**src/rtl/i2csbr_pkg.sv**
```systemverilog
// ----------------------------------------------------------------------------
// i2csbr_pkg
// Types, codes and helpers shared by the sensor burst read sequencer.
// ----------------------------------------------------------------------------
`default_nettype none

package i2csbr_pkg;

	localparam int unsigned ADDR_W = 7;
	localparam int unsigned BYTE_W = 8;
	localparam int unsigned WORD_W = 16;
	localparam int unsigned WIDX_W = 3;
	localparam int unsigned PADDR_W = 3;
	localparam int unsigned PDATA_W = 32;

	localparam logic [ADDR_W-1:0] TARGET_ADDRESS_RST = 7'd104;
	localparam logic [BYTE_W-1:0] BURST_FIRST_RST = 8'h3B;

	// register byte addresses
	localparam logic [PADDR_W-1:0] REG_TARGET_ADDRESS = 3'd0;
	localparam logic [PADDR_W-1:0] REG_BURST_FIRST = 3'd4;

	typedef enum logic [1:0] {
		FN_WRITE = 2'd0,
		FN_READ  = 2'd1,
		FN_BURST = 2'd2,
		FN_EVENT = 2'd3
	} func_t;

	typedef enum logic [1:0] {
		BS_START_SENT = 2'd0,
		BS_BYTE_SENT  = 2'd1,
		BS_BYTE_RCVD  = 2'd2,
		BS_OTHER      = 2'd3
	} bus_status_t;

	typedef enum logic [1:0] {
		FOL_NONE   = 2'd0,
		FOL_SINGLE = 2'd1,
		FOL_BURST  = 2'd2
	} follow_t;

	typedef enum logic [4:0] {
		PH_WR_DONE = 5'd0,
		PH_WR_DATA = 5'd1,
		PH_WR_REG  = 5'd2,
		PH_RD_LAST = 5'd3,
		PH_RD_ADDR = 5'd4,
		PH_B0      = 5'd16,
		PH_B1      = 5'd17,
		PH_B2      = 5'd18,
		PH_B3      = 5'd19,
		PH_B4      = 5'd20,
		PH_B5      = 5'd21,
		PH_B6      = 5'd22,
		PH_B7      = 5'd23,
		PH_B8      = 5'd24,
		PH_B9      = 5'd25,
		PH_B10     = 5'd26,
		PH_B11     = 5'd27,
		PH_B12     = 5'd28,
		PH_B13     = 5'd29
	} phase_t;

	localparam logic [WIDX_W-1:0] WIDX_SINGLE = 3'd6;

	typedef struct packed {
		logic [1:0]        func;
		logic [BYTE_W-1:0] reg_addr;
		logic [BYTE_W-1:0] write_data;
		logic [1:0]        bus_status;
		logic              ack_in;
		logic [BYTE_W-1:0] rx_byte;
	} item_t;

	typedef struct packed {
		logic              load_valid;
		logic [BYTE_W-1:0] load_byte;
		logic              send_start;
		logic              send_stop;
		logic              ack_out;
		logic              busy_res;
		logic              word_valid;
		logic [WIDX_W-1:0] word_index;
		logic [WORD_W-1:0] word_value;
	} result_t;

	typedef struct packed {
		logic [ADDR_W-1:0] target_address;
		logic [BYTE_W-1:0] burst_first_register;
	} cfg_t;

	// word slot for a burst byte count that completes a word
	function automatic logic [WIDX_W-1:0] burst_word_index(input logic [3:0] n);
		logic [WIDX_W-1:0] idx;
		idx = '0;
		case (n)
			4'd0:    idx = 3'd5;
			4'd2:    idx = 3'd4;
			4'd4:    idx = 3'd3;
			4'd8:    idx = 3'd2;
			4'd10:   idx = 3'd1;
			4'd12:   idx = 3'd0;
			default: idx = '0;
		endcase
		return idx;
	endfunction

endpackage

`default_nettype wire

```
**src/rtl/i2csbr_cfg.sv**
```systemverilog
// ----------------------------------------------------------------------------
// i2csbr_cfg
// APB register file: device address and burst start register.
// ----------------------------------------------------------------------------
`default_nettype none

module i2csbr_cfg
	import i2csbr_pkg::*;
#(
	parameter logic [ADDR_W-1:0] TARGET_RST = TARGET_ADDRESS_RST,
	parameter logic [BYTE_W-1:0] BURST_RST  = BURST_FIRST_RST
) (
	input  wire                clk,
	input  wire                arst_n,
	input  wire                psel,
	input  wire                penable,
	input  wire                pwrite,
	input  wire [PADDR_W-1:0]  paddr,
	input  wire [PDATA_W-1:0]  pwdata,
	output logic [PDATA_W-1:0] prdata,
	output logic               pready,
	output cfg_t               cfg
);

	logic [ADDR_W-1:0] target_q;
	logic [BYTE_W-1:0] burst_q;
	logic              wr_en;
	logic              sel_burst;

	assign pready    = 1'b1;
	assign wr_en     = psel & penable & pwrite;
	assign sel_burst = (paddr[2] == REG_BURST_FIRST[2]);

	always_ff @(posedge clk or negedge arst_n) begin
		if (!arst_n) begin
			target_q <= TARGET_RST;
			burst_q  <= BURST_RST;
		end else if (wr_en) begin
			if (sel_burst) begin
				burst_q <= pwdata[BYTE_W-1:0];
			end else begin
				target_q <= pwdata[ADDR_W-1:0];
			end
		end
	end

	always_comb begin
		if (sel_burst) begin
			prdata = {{(PDATA_W-BYTE_W){1'b0}}, burst_q};
		end else begin
			prdata = {{(PDATA_W-ADDR_W){1'b0}}, target_q};
		end
	end

	assign cfg.target_address       = target_q;
	assign cfg.burst_first_register = burst_q;

endmodule

`default_nettype wire

```
**src/rtl/i2csbr_fsm.sv**
```systemverilog
// ----------------------------------------------------------------------------
// i2csbr_fsm
// Phase machine: one command or bus event per step, one result per step.
// ----------------------------------------------------------------------------
`default_nettype none

module i2csbr_fsm
	import i2csbr_pkg::*;
(
	input  wire        clk,
	input  wire        arst_n,
	input  wire        step,
	input  wire item_t item,
	input  wire cfg_t  cfg,
	output result_t    res
);

	phase_t            phase_q, phase_d;
	logic              rd_dir_q, rd_dir_d;
	logic              busy_q, busy_d;
	follow_t           follow_q, follow_d;
	logic [BYTE_W-1:0] held_reg_q, held_reg_d;
	logic [BYTE_W-1:0] held_data_q, held_data_d;
	logic [BYTE_W-1:0] high_q, high_d;
	logic              in_burst;
	logic [3:0]        n;

	assign in_burst = phase_q[4] && (phase_q[3:0] <= 4'd13);
	assign n        = phase_q[3:0];

	always_ff @(posedge clk or negedge arst_n) begin
		if (!arst_n) begin
			phase_q     <= PH_WR_DONE;
			rd_dir_q    <= 1'b0;
			busy_q      <= 1'b0;
			follow_q    <= FOL_NONE;
			held_reg_q  <= '0;
			held_data_q <= '0;
			high_q      <= '0;
		end else if (step) begin
			phase_q     <= phase_d;
			rd_dir_q    <= rd_dir_d;
			busy_q      <= busy_d;
			follow_q    <= follow_d;
			held_reg_q  <= held_reg_d;
			held_data_q <= held_data_d;
			high_q      <= high_d;
		end
	end

	always_comb begin
		phase_d     = phase_q;
		rd_dir_d    = rd_dir_q;
		busy_d      = busy_q;
		follow_d    = follow_q;
		held_reg_d  = held_reg_q;
		held_data_d = held_data_q;
		high_d      = high_q;
		res         = '0;

		if (item.func != FN_EVENT) begin
			if (!busy_q) begin
				rd_dir_d = 1'b0;
				busy_d   = 1'b1;
				unique case (item.func)
					FN_WRITE: begin
						held_reg_d  = item.reg_addr;
						held_data_d = item.write_data;
						phase_d     = PH_WR_REG;
						follow_d    = FOL_NONE;
					end
					FN_READ: begin
						held_reg_d = item.reg_addr;
						phase_d    = PH_WR_DATA;
						follow_d   = FOL_SINGLE;
					end
					default: begin
						held_reg_d = cfg.burst_first_register;
						phase_d    = PH_WR_DATA;
						follow_d   = FOL_BURST;
					end
				endcase
				res.send_start = 1'b1;
			end
		end else begin
			unique case (item.bus_status)
				BS_START_SENT: begin
					res.load_valid = 1'b1;
					res.load_byte  = {cfg.target_address, rd_dir_q};
				end
				BS_BYTE_SENT: begin
					if (!item.ack_in) begin
						res.send_start = 1'b1;
						res.send_stop  = 1'b1;
					end else begin
						case (phase_q)
							PH_RD_ADDR: phase_d = PH_RD_LAST;
							PH_WR_REG: begin
								res.load_valid = 1'b1;
								res.load_byte  = held_reg_q;
								phase_d        = PH_WR_DATA;
							end
							PH_WR_DATA: begin
								res.load_valid = 1'b1;
								res.load_byte  = (follow_q == FOL_NONE) ? held_data_q
								                                        : held_reg_q;
								phase_d        = PH_WR_DONE;
							end
							PH_WR_DONE: begin
								res.send_stop = 1'b1;
								if (follow_q != FOL_NONE) begin
									res.send_start = 1'b1;
									rd_dir_d       = 1'b1;
									phase_d        = (follow_q == FOL_SINGLE) ? PH_RD_ADDR
									                                          : PH_B13;
									follow_d       = FOL_NONE;
								end else begin
									busy_d = 1'b0;
								end
							end
							default: ;
						endcase
					end
				end
				BS_BYTE_RCVD: begin
					if (in_burst) begin
						if (n == 4'd0) begin
							res.word_valid = 1'b1;
							res.word_index = burst_word_index(n);
							res.word_value = {high_q, item.rx_byte};
							busy_d         = 1'b0;
							res.send_stop  = 1'b1;
						end else begin
							// temperature pair is dropped
							if (n == 4'd6 || n == 4'd7) begin
							end else if (n[0]) begin
								high_d = item.rx_byte;
							end else begin
								res.word_valid = 1'b1;
								res.word_index = burst_word_index(n);
								res.word_value = {high_q, item.rx_byte};
							end
							phase_d     = phase_t'(phase_q - 5'd1);
							res.ack_out = 1'b1;
						end
					end else begin
						res.word_valid = 1'b1;
						res.word_index = WIDX_SINGLE;
						res.word_value = {{(WORD_W-BYTE_W){1'b0}}, item.rx_byte};
						busy_d         = 1'b0;
						res.send_stop  = 1'b1;
					end
				end
				default: ;
			endcase
		end

		res.busy_res = busy_d;
	end

endmodule

`default_nettype wire

```
**src/rtl/i2c_sensor_burst_read_sequencer.sv**
```systemverilog
// ----------------------------------------------------------------------------
// i2c_sensor_burst_read_sequencer
// I2C master command and bus event sequencer for register access and a
// fourteen-byte sensor burst read.
// ----------------------------------------------------------------------------
// Each input transaction (command or bus event) yields exactly one result
// transaction. The transaction is captured in an input register, the phase
// machine handles it and writes the result register. A new transaction is
// taken every cycle as long as the result register drains; with out_stall
// high one more transaction is held in the input register before in_stall
// rises. Configuration writes go through the APB port and should only happen
// while no transaction is in flight.
`default_nettype none

module i2c_sensor_burst_read_sequencer
	import i2csbr_pkg::*;
#(
	parameter logic [ADDR_W-1:0] TARGET_RST = TARGET_ADDRESS_RST,
	parameter logic [BYTE_W-1:0] BURST_RST  = BURST_FIRST_RST
) (
	input  wire                clk,
	input  wire                arst_n,
	input  wire                psel,
	input  wire                penable,
	input  wire                pwrite,
	input  wire [PADDR_W-1:0]  paddr,
	input  wire [PDATA_W-1:0]  pwdata,
	output logic [PDATA_W-1:0] prdata,
	output logic               pready,
	input  wire                in_valid,
	output logic               in_stall,
	input  wire [1:0]          func,
	input  wire [BYTE_W-1:0]   reg_addr,
	input  wire [BYTE_W-1:0]   write_data,
	input  wire [1:0]          bus_status,
	input  wire                ack_in,
	input  wire [BYTE_W-1:0]   rx_byte,
	output logic               out_valid,
	input  wire                out_stall,
	output logic               load_valid,
	output logic [BYTE_W-1:0]  load_byte,
	output logic               send_start,
	output logic               send_stop,
	output logic               ack_out,
	output logic               busy_res,
	output logic               word_valid,
	output logic [WIDX_W-1:0]  word_index,
	output logic [WORD_W-1:0]  word_value
);

	cfg_t    cfg;
	item_t   item_s1;
	logic    valid_s1;
	result_t res_d;
	result_t res_s2;
	logic    valid_s2;
	logic    advance;
	logic    take_in;

	i2csbr_cfg #(
		.TARGET_RST(TARGET_RST),
		.BURST_RST (BURST_RST)
	) u_cfg (
		.clk    (clk),
		.arst_n (arst_n),
		.psel   (psel),
		.penable(penable),
		.pwrite (pwrite),
		.paddr  (paddr),
		.pwdata (pwdata),
		.prdata (prdata),
		.pready (pready),
		.cfg    (cfg)
	);

	assign advance  = valid_s1 & (~valid_s2 | ~out_stall);
	assign in_stall = valid_s1 & ~advance;
	assign take_in  = in_valid & ~in_stall;

	always_ff @(posedge clk or negedge arst_n) begin
		if (!arst_n) begin
			valid_s1 <= 1'b0;
		end else begin
			valid_s1 <= take_in | (valid_s1 & ~advance);
		end
	end

	always_ff @(posedge clk) begin
		if (take_in) begin
			item_s1.func       <= func;
			item_s1.reg_addr   <= reg_addr;
			item_s1.write_data <= write_data;
			item_s1.bus_status <= bus_status;
			item_s1.ack_in     <= ack_in;
			item_s1.rx_byte    <= rx_byte;
		end
	end

	i2csbr_fsm u_fsm (
		.clk   (clk),
		.arst_n(arst_n),
		.step  (advance),
		.item  (item_s1),
		.cfg   (cfg),
		.res   (res_d)
	);

	always_ff @(posedge clk or negedge arst_n) begin
		if (!arst_n) begin
			valid_s2 <= 1'b0;
		end else if (advance) begin
			valid_s2 <= 1'b1;
		end else if (!out_stall) begin
			valid_s2 <= 1'b0;
		end
	end

	always_ff @(posedge clk) begin
		if (advance) begin
			res_s2 <= res_d;
		end
	end

	assign out_valid  = valid_s2;
	assign load_valid = res_s2.load_valid;
	assign load_byte  = res_s2.load_byte;
	assign send_start = res_s2.send_start;
	assign send_stop  = res_s2.send_stop;
	assign ack_out    = res_s2.ack_out;
	assign busy_res   = res_s2.busy_res;
	assign word_valid = res_s2.word_valid;
	assign word_index = res_s2.word_index;
	assign word_value = res_s2.word_value;

endmodule

`default_nettype wire
```
**config.mk**
```make
export PLATFORM = sky130hd
export DESIGN_NAME = i2c_sensor_burst_read_sequencer
export DESIGN_NICKNAME = d
export VERILOG_FILES = /design/src/rtl/i2csbr_pkg.sv /design/src/rtl/i2csbr_cfg.sv /design/src/rtl/i2csbr_fsm.sv /design/src/rtl/i2c_sensor_burst_read_sequencer.sv
export SDC_FILE = /design/constraint.sdc
export NUM_CORES = 1
export LEC_CHECK = 0
export BUFFER_PORTS_ARGS = -buffer_cell sky130_fd_sc_hd__clkbuf_2
export CAP_MARGIN = 10
export CORE_UTILIZATION = 52
export CTS_CLUSTER_SIZE = 14
export DETAILED_ROUTE_END_ITERATION = 10
export GPL_ROUTABILITY_DRIVEN = 1
export HOLD_SLACK_MARGIN = 0.08
export PLACE_DENSITY = 0.86
export SLEW_MARGIN = 20
export SYNTH_ARGS = -nofsm -noshare
export SYNTH_HDL_FRONTEND = slang
export SYNTH_SLANG_ARGS = --single-unit
```
**constraint.sdc**
```tcl
create_clock -name clk -period 2.8 [get_ports clk]
set_input_delay 0.7 -clock clk [delete_from_list [all_inputs] [get_ports clk]]
set_output_delay 0.7 -clock clk [all_outputs]
set_load 0.05 [all_outputs]
```
==> results.json <==
{
  "drtPass1Iterations": 5,
  "post_synth_and_or_nand_nor_area_fraction_pct": 10.7,
  "num_antenna_cells": 0,
  "fin_cells": 601,
  "antenna_violating_nets_post_route": 0,
  "clock.fmax_mhz": 395,
  "grt_start_max_net_pins": 51,
  "synth_async_sr_flop_share_pct": 44.6,
  "critPathMaxStageDelay_ns": 0.55,
  "hold_viol": 0,
  "routed_wire_length_per_instance_um": 15.3,
  "slew_headroom_pct": 57.3,
  "cts_resized": 0,
  "run_status": "completed",
  "floorplan.die.height_um": 100,
  "yosys.area.top_type_share_pct": 37.0,
  "max_cap_viol_count": 0,
  "post-route-worst-setup-slack_ns": 0.268,
  "place_worst_setup_slack_ns": 0.327,
  "startpoint_type": "flop",
  "holdCritPathClass": "input pin to asynchronous set/reset pin",
  "tritoncts.num_buffers": 9,
  "design_power_total_mw": 4.45,
  "hpwl_um": 6750,
  "ctsLongestPathBuffers": 2,
  "starting_density_of_the_core_pct": 53.9,
  "cts.sinks": 112,
  "ys_warn_count": 0,
  "first_iter_violations": 254,
  "clock_tree.htree_level_count": 3,
  "grt_util_all_layers_pct": 19.5,
  "final_core_utilization_pct": 61.5,
  "pin_count": 139,
  "critPathRequiredTime_ns": 3.07,
  "total_leakage_power_nw": 2.49,
  "finalClockSkew_ns": 0.00592,
  "synthesis.area_um2": 5030,
  "fill_cells": 731,
  "synth.area.mux_share_pct": 11.4,
  "layout_worst_path_cycle_share_pct": 90.4,
  "synth.top_cells.by_area": "edfxtp_1 37%, dfrtp_1 21%, mux2_2 8.7%, dfstp_2 4.2%, buf_4 3.9%",
  "synth-adder-area-share_pct": 1.74,
  "ys_ff_latch": 112,
  "core_area_um2": 9330,
  "dominant_combinational_cell_family_by_area_after_synthesis": "multiplexers",
  "drt_drc_violations_left": 0,
  "layout_min_cycle_time_ns": 2.53,
  "grt_pass1_wl_um": 14900,
  "syn_area_per_cell_um2": 13.3,
  "finalMaxSlewViolations": 0,
  "sequential_cell_area_um2": 3120,
  "synthMostInstantiatedCell": "edfxtp_1",
  "timing_startpoint_of_the_critical_path": "u_fsm.phase_q[1]$_DFFE_PN0P_",
  "ir_worst_vdd_mv": 0.512,
  "number_of_global_route_vias_before_repair": 3051,
  "reg2reg_from": "u_fsm.phase_q[1]$_DFFE_PN0P_",
  "weighted_congestion_at_the_end_of_routability_driven_global_placement": 0.898,
  "seq_total_area_yosys_pct": 62.1,
  "post-synth-top-area-cell": "edfxtp_1",
  "cts_hold_buf": 0,
  "grt_antenna_before_repair": 0,
  "dieWidth_um": 100,
  "setup-violations-final": 0,
  "fraction_of_the_mapped_netlist_area_in_compound_gates_pct": 7.76,
  "critical_path_arrival_ns": 2.80,
  "detail_route.wirelength_um": 9220,
  "syn_inst": 378,
  "ys_dominant_reg_cell": "edfxtp_1",
  "num_rows": 35,
  "power_density_nw_per_um2": 775,
  "numPlacedInstances": 585,
  "buffer_ports.inserted": 87,
  "multi_input_comb_area_um2": 1700,
  "layout-drive-gt1-share_pct": 35.6,
  "synth_xor_area_share_pct": 0.348,
  "clk_pin_slew_worst_paths_ns": 0.10,
  "crit_type": "flop to flop",
  "cts_setup_buffers": 0,
  "cts_tree": "yes",
  "finalNetCount": 545,
  "dieArea_um2": 10100,
  "globalRouteOverflowTotal": 0,
  "worstSkewPairLatency_ns": 0.38,
  "grt_setup_unrepaired": "no",
  "timing_worst_slew_pin_value_ns": 0.639,
  "route.vias.total": 3182,
  "synthDistinctLibCells": 55,
  "cts_root_buf": "clkbuf_8",
  "crit_fanout": 12,
  "area.growth.synth_to_final_pct": 14.1,
  "timing.critical_path.to_type": "flop",
  "detail_route.vias_per_cell": 5.29,
  "synth_enable_flop_cells": 62,
  "finalSetupTns_ns": 0,
  "critPathSlowestCell": "or4b_4",
  "cp_cell_sequence": "inv_1 -> ha_1 -> or4b_4 -> nor3_1 -> o221ai_1 -> nand2_1 -> mux2_2",
  "synth.top_cells.by_count": "62 x edfxtp_1, 42 x dfrtp_1, 39 x mux2_2, 26 x buf_4, 23 x nor2_1"
}
[layout make-up]
| cell class | instances | share of cell area [%] |
|---|---|---|
| tap | 129 | 2.81 |
| timing repair buffer | 96 | 8.76 |
| sequential | 112 | 54.4 |
| clock buffer | 10 | 2.40 |
| clock inverter | 6 | 1.33 |
| multi-input combinational | 238 | 29.6 |
| inverter | 10 | 0.654 |
[stage by stage]
stage / cell area, µm² / hold slack, ns
3_5_place_dp: 5530 / 0.472
3_3_place_gp: 5530 / 0.460
5_1_grt: 5740 / 0.464
4_1_cts: 5740 / 0.441
6_report: 5740 / 0.429
2_1_floorplan: 5120 / 0.404
[power by group]
| part | leakage [nW] | switching [mW] | internal [mW] |
|---|---|---|---|
| logic | 1.16 | 0.791 | 0.452 |
| clock network | 0.103 | 0.543 | 0.451 |
| registers | 1.23 | 0.186 | 2.02 |
[critical path, delay by kind of cell (launching register included)]
family                     cells  cell delay, ns
and+or+nand+nor                3            0.97
adders and majority gates      1            0.39
muxes                          1            0.37
DFF                            1            0.43
AOI/OAI and AO/OA              1            0.14
buffers and inverters          1            0.11
[logic make-up after synthesis]
family                   count (synthesis)
adder cells (fa/ha/maj)                  7
AO/OA/AOI/OAI                           57
buffers and inverters                   51
multiplexers                            52
XOR/XNOR                                 2
other                                    2
AND/OR/NAND/NOR                         95
flip-flops                             112
[metal layers]
metal  vias up  routed length (µm)  track usage [%]
met4         0                 173             6.80
li1       1498                   -                -
met5         -                   0                0
met1      1509                3910             24.9
met2       159                4440             32.6
met3        16                 697             4.60
[sequential cells by signal (all words and copies together) (netlist names), 2 cells and up]
register / flops
u_fsm.follow_q: 2
u_cfg.burst_q: 8
word_index: 3
item_s1: 29
u_fsm.phase_q: 5
u_fsm.high_q: 8
u_fsm.held_reg_q: 8
u_fsm.held_data_q: 8
u_cfg.target_q: 7
word_value: 16
load_byte: 8
[cells in the final DEF, fill, tap and decap left out, types with 2 or more instances in the layout]
cell / synthesis / routed
mux2i_1: 11 / 11
a22oi_1: 9 / 9
xor2_1: 2 / 2
clkbuf_2: 0 / 87
dfstp_2: 8 / 8
buf_4: 26 / 9
nand3_1: 4 / 4
nor3_1: 5 / 5
clkinvlp_4: 0 / 2
conb_1: 2 / 25
inv_8: 0 / 2
a2bb2oi_1: 9 / 9
clkbuf_8: 0 / 10
mux2_1: 2 / 2
nor2_1: 23 / 23
dfrtp_1: 42 / 42
ha_1: 7 / 7
nand4_1: 2 / 2
o211ai_1: 2 / 2
mux2_2: 39 / 39
nand2b_1: 4 / 4
and2_1: 19 / 19
inv_1: 10 / 10
edfxtp_1: 62 / 62
a21oi_1: 9 / 9
nand3b_1: 2 / 2
nand2_1: 20 / 20
o21ai_0: 15 / 15
[path summary, 6_finish.rpt]
kind / to / slack (ns) / cells after the start
worst min register to register: u_fsm.held_reg_q[0]$_DFFE_PN0P_ / 0.49 / 2
worst max-delay path: u_fsm.phase_q[4]$_DFFE_PN0P_ / 0.27 / 7
worst min-delay path: u_cfg.target_q[2]$_DFFE_PN0P_ / 0.43 / 2
max in group asynchronous: u_fsm.phase_q[1]$_DFFE_PN0P_ / 1.95 / 2
min in group clk: u_fsm.held_reg_q[0]$_DFFE_PN0P_ / 0.49 / 2
worst max register to register: u_fsm.phase_q[4]$_DFFE_PN0P_ / 0.27 / 7
Note: power is estimated with default switching activity, not from simulation.
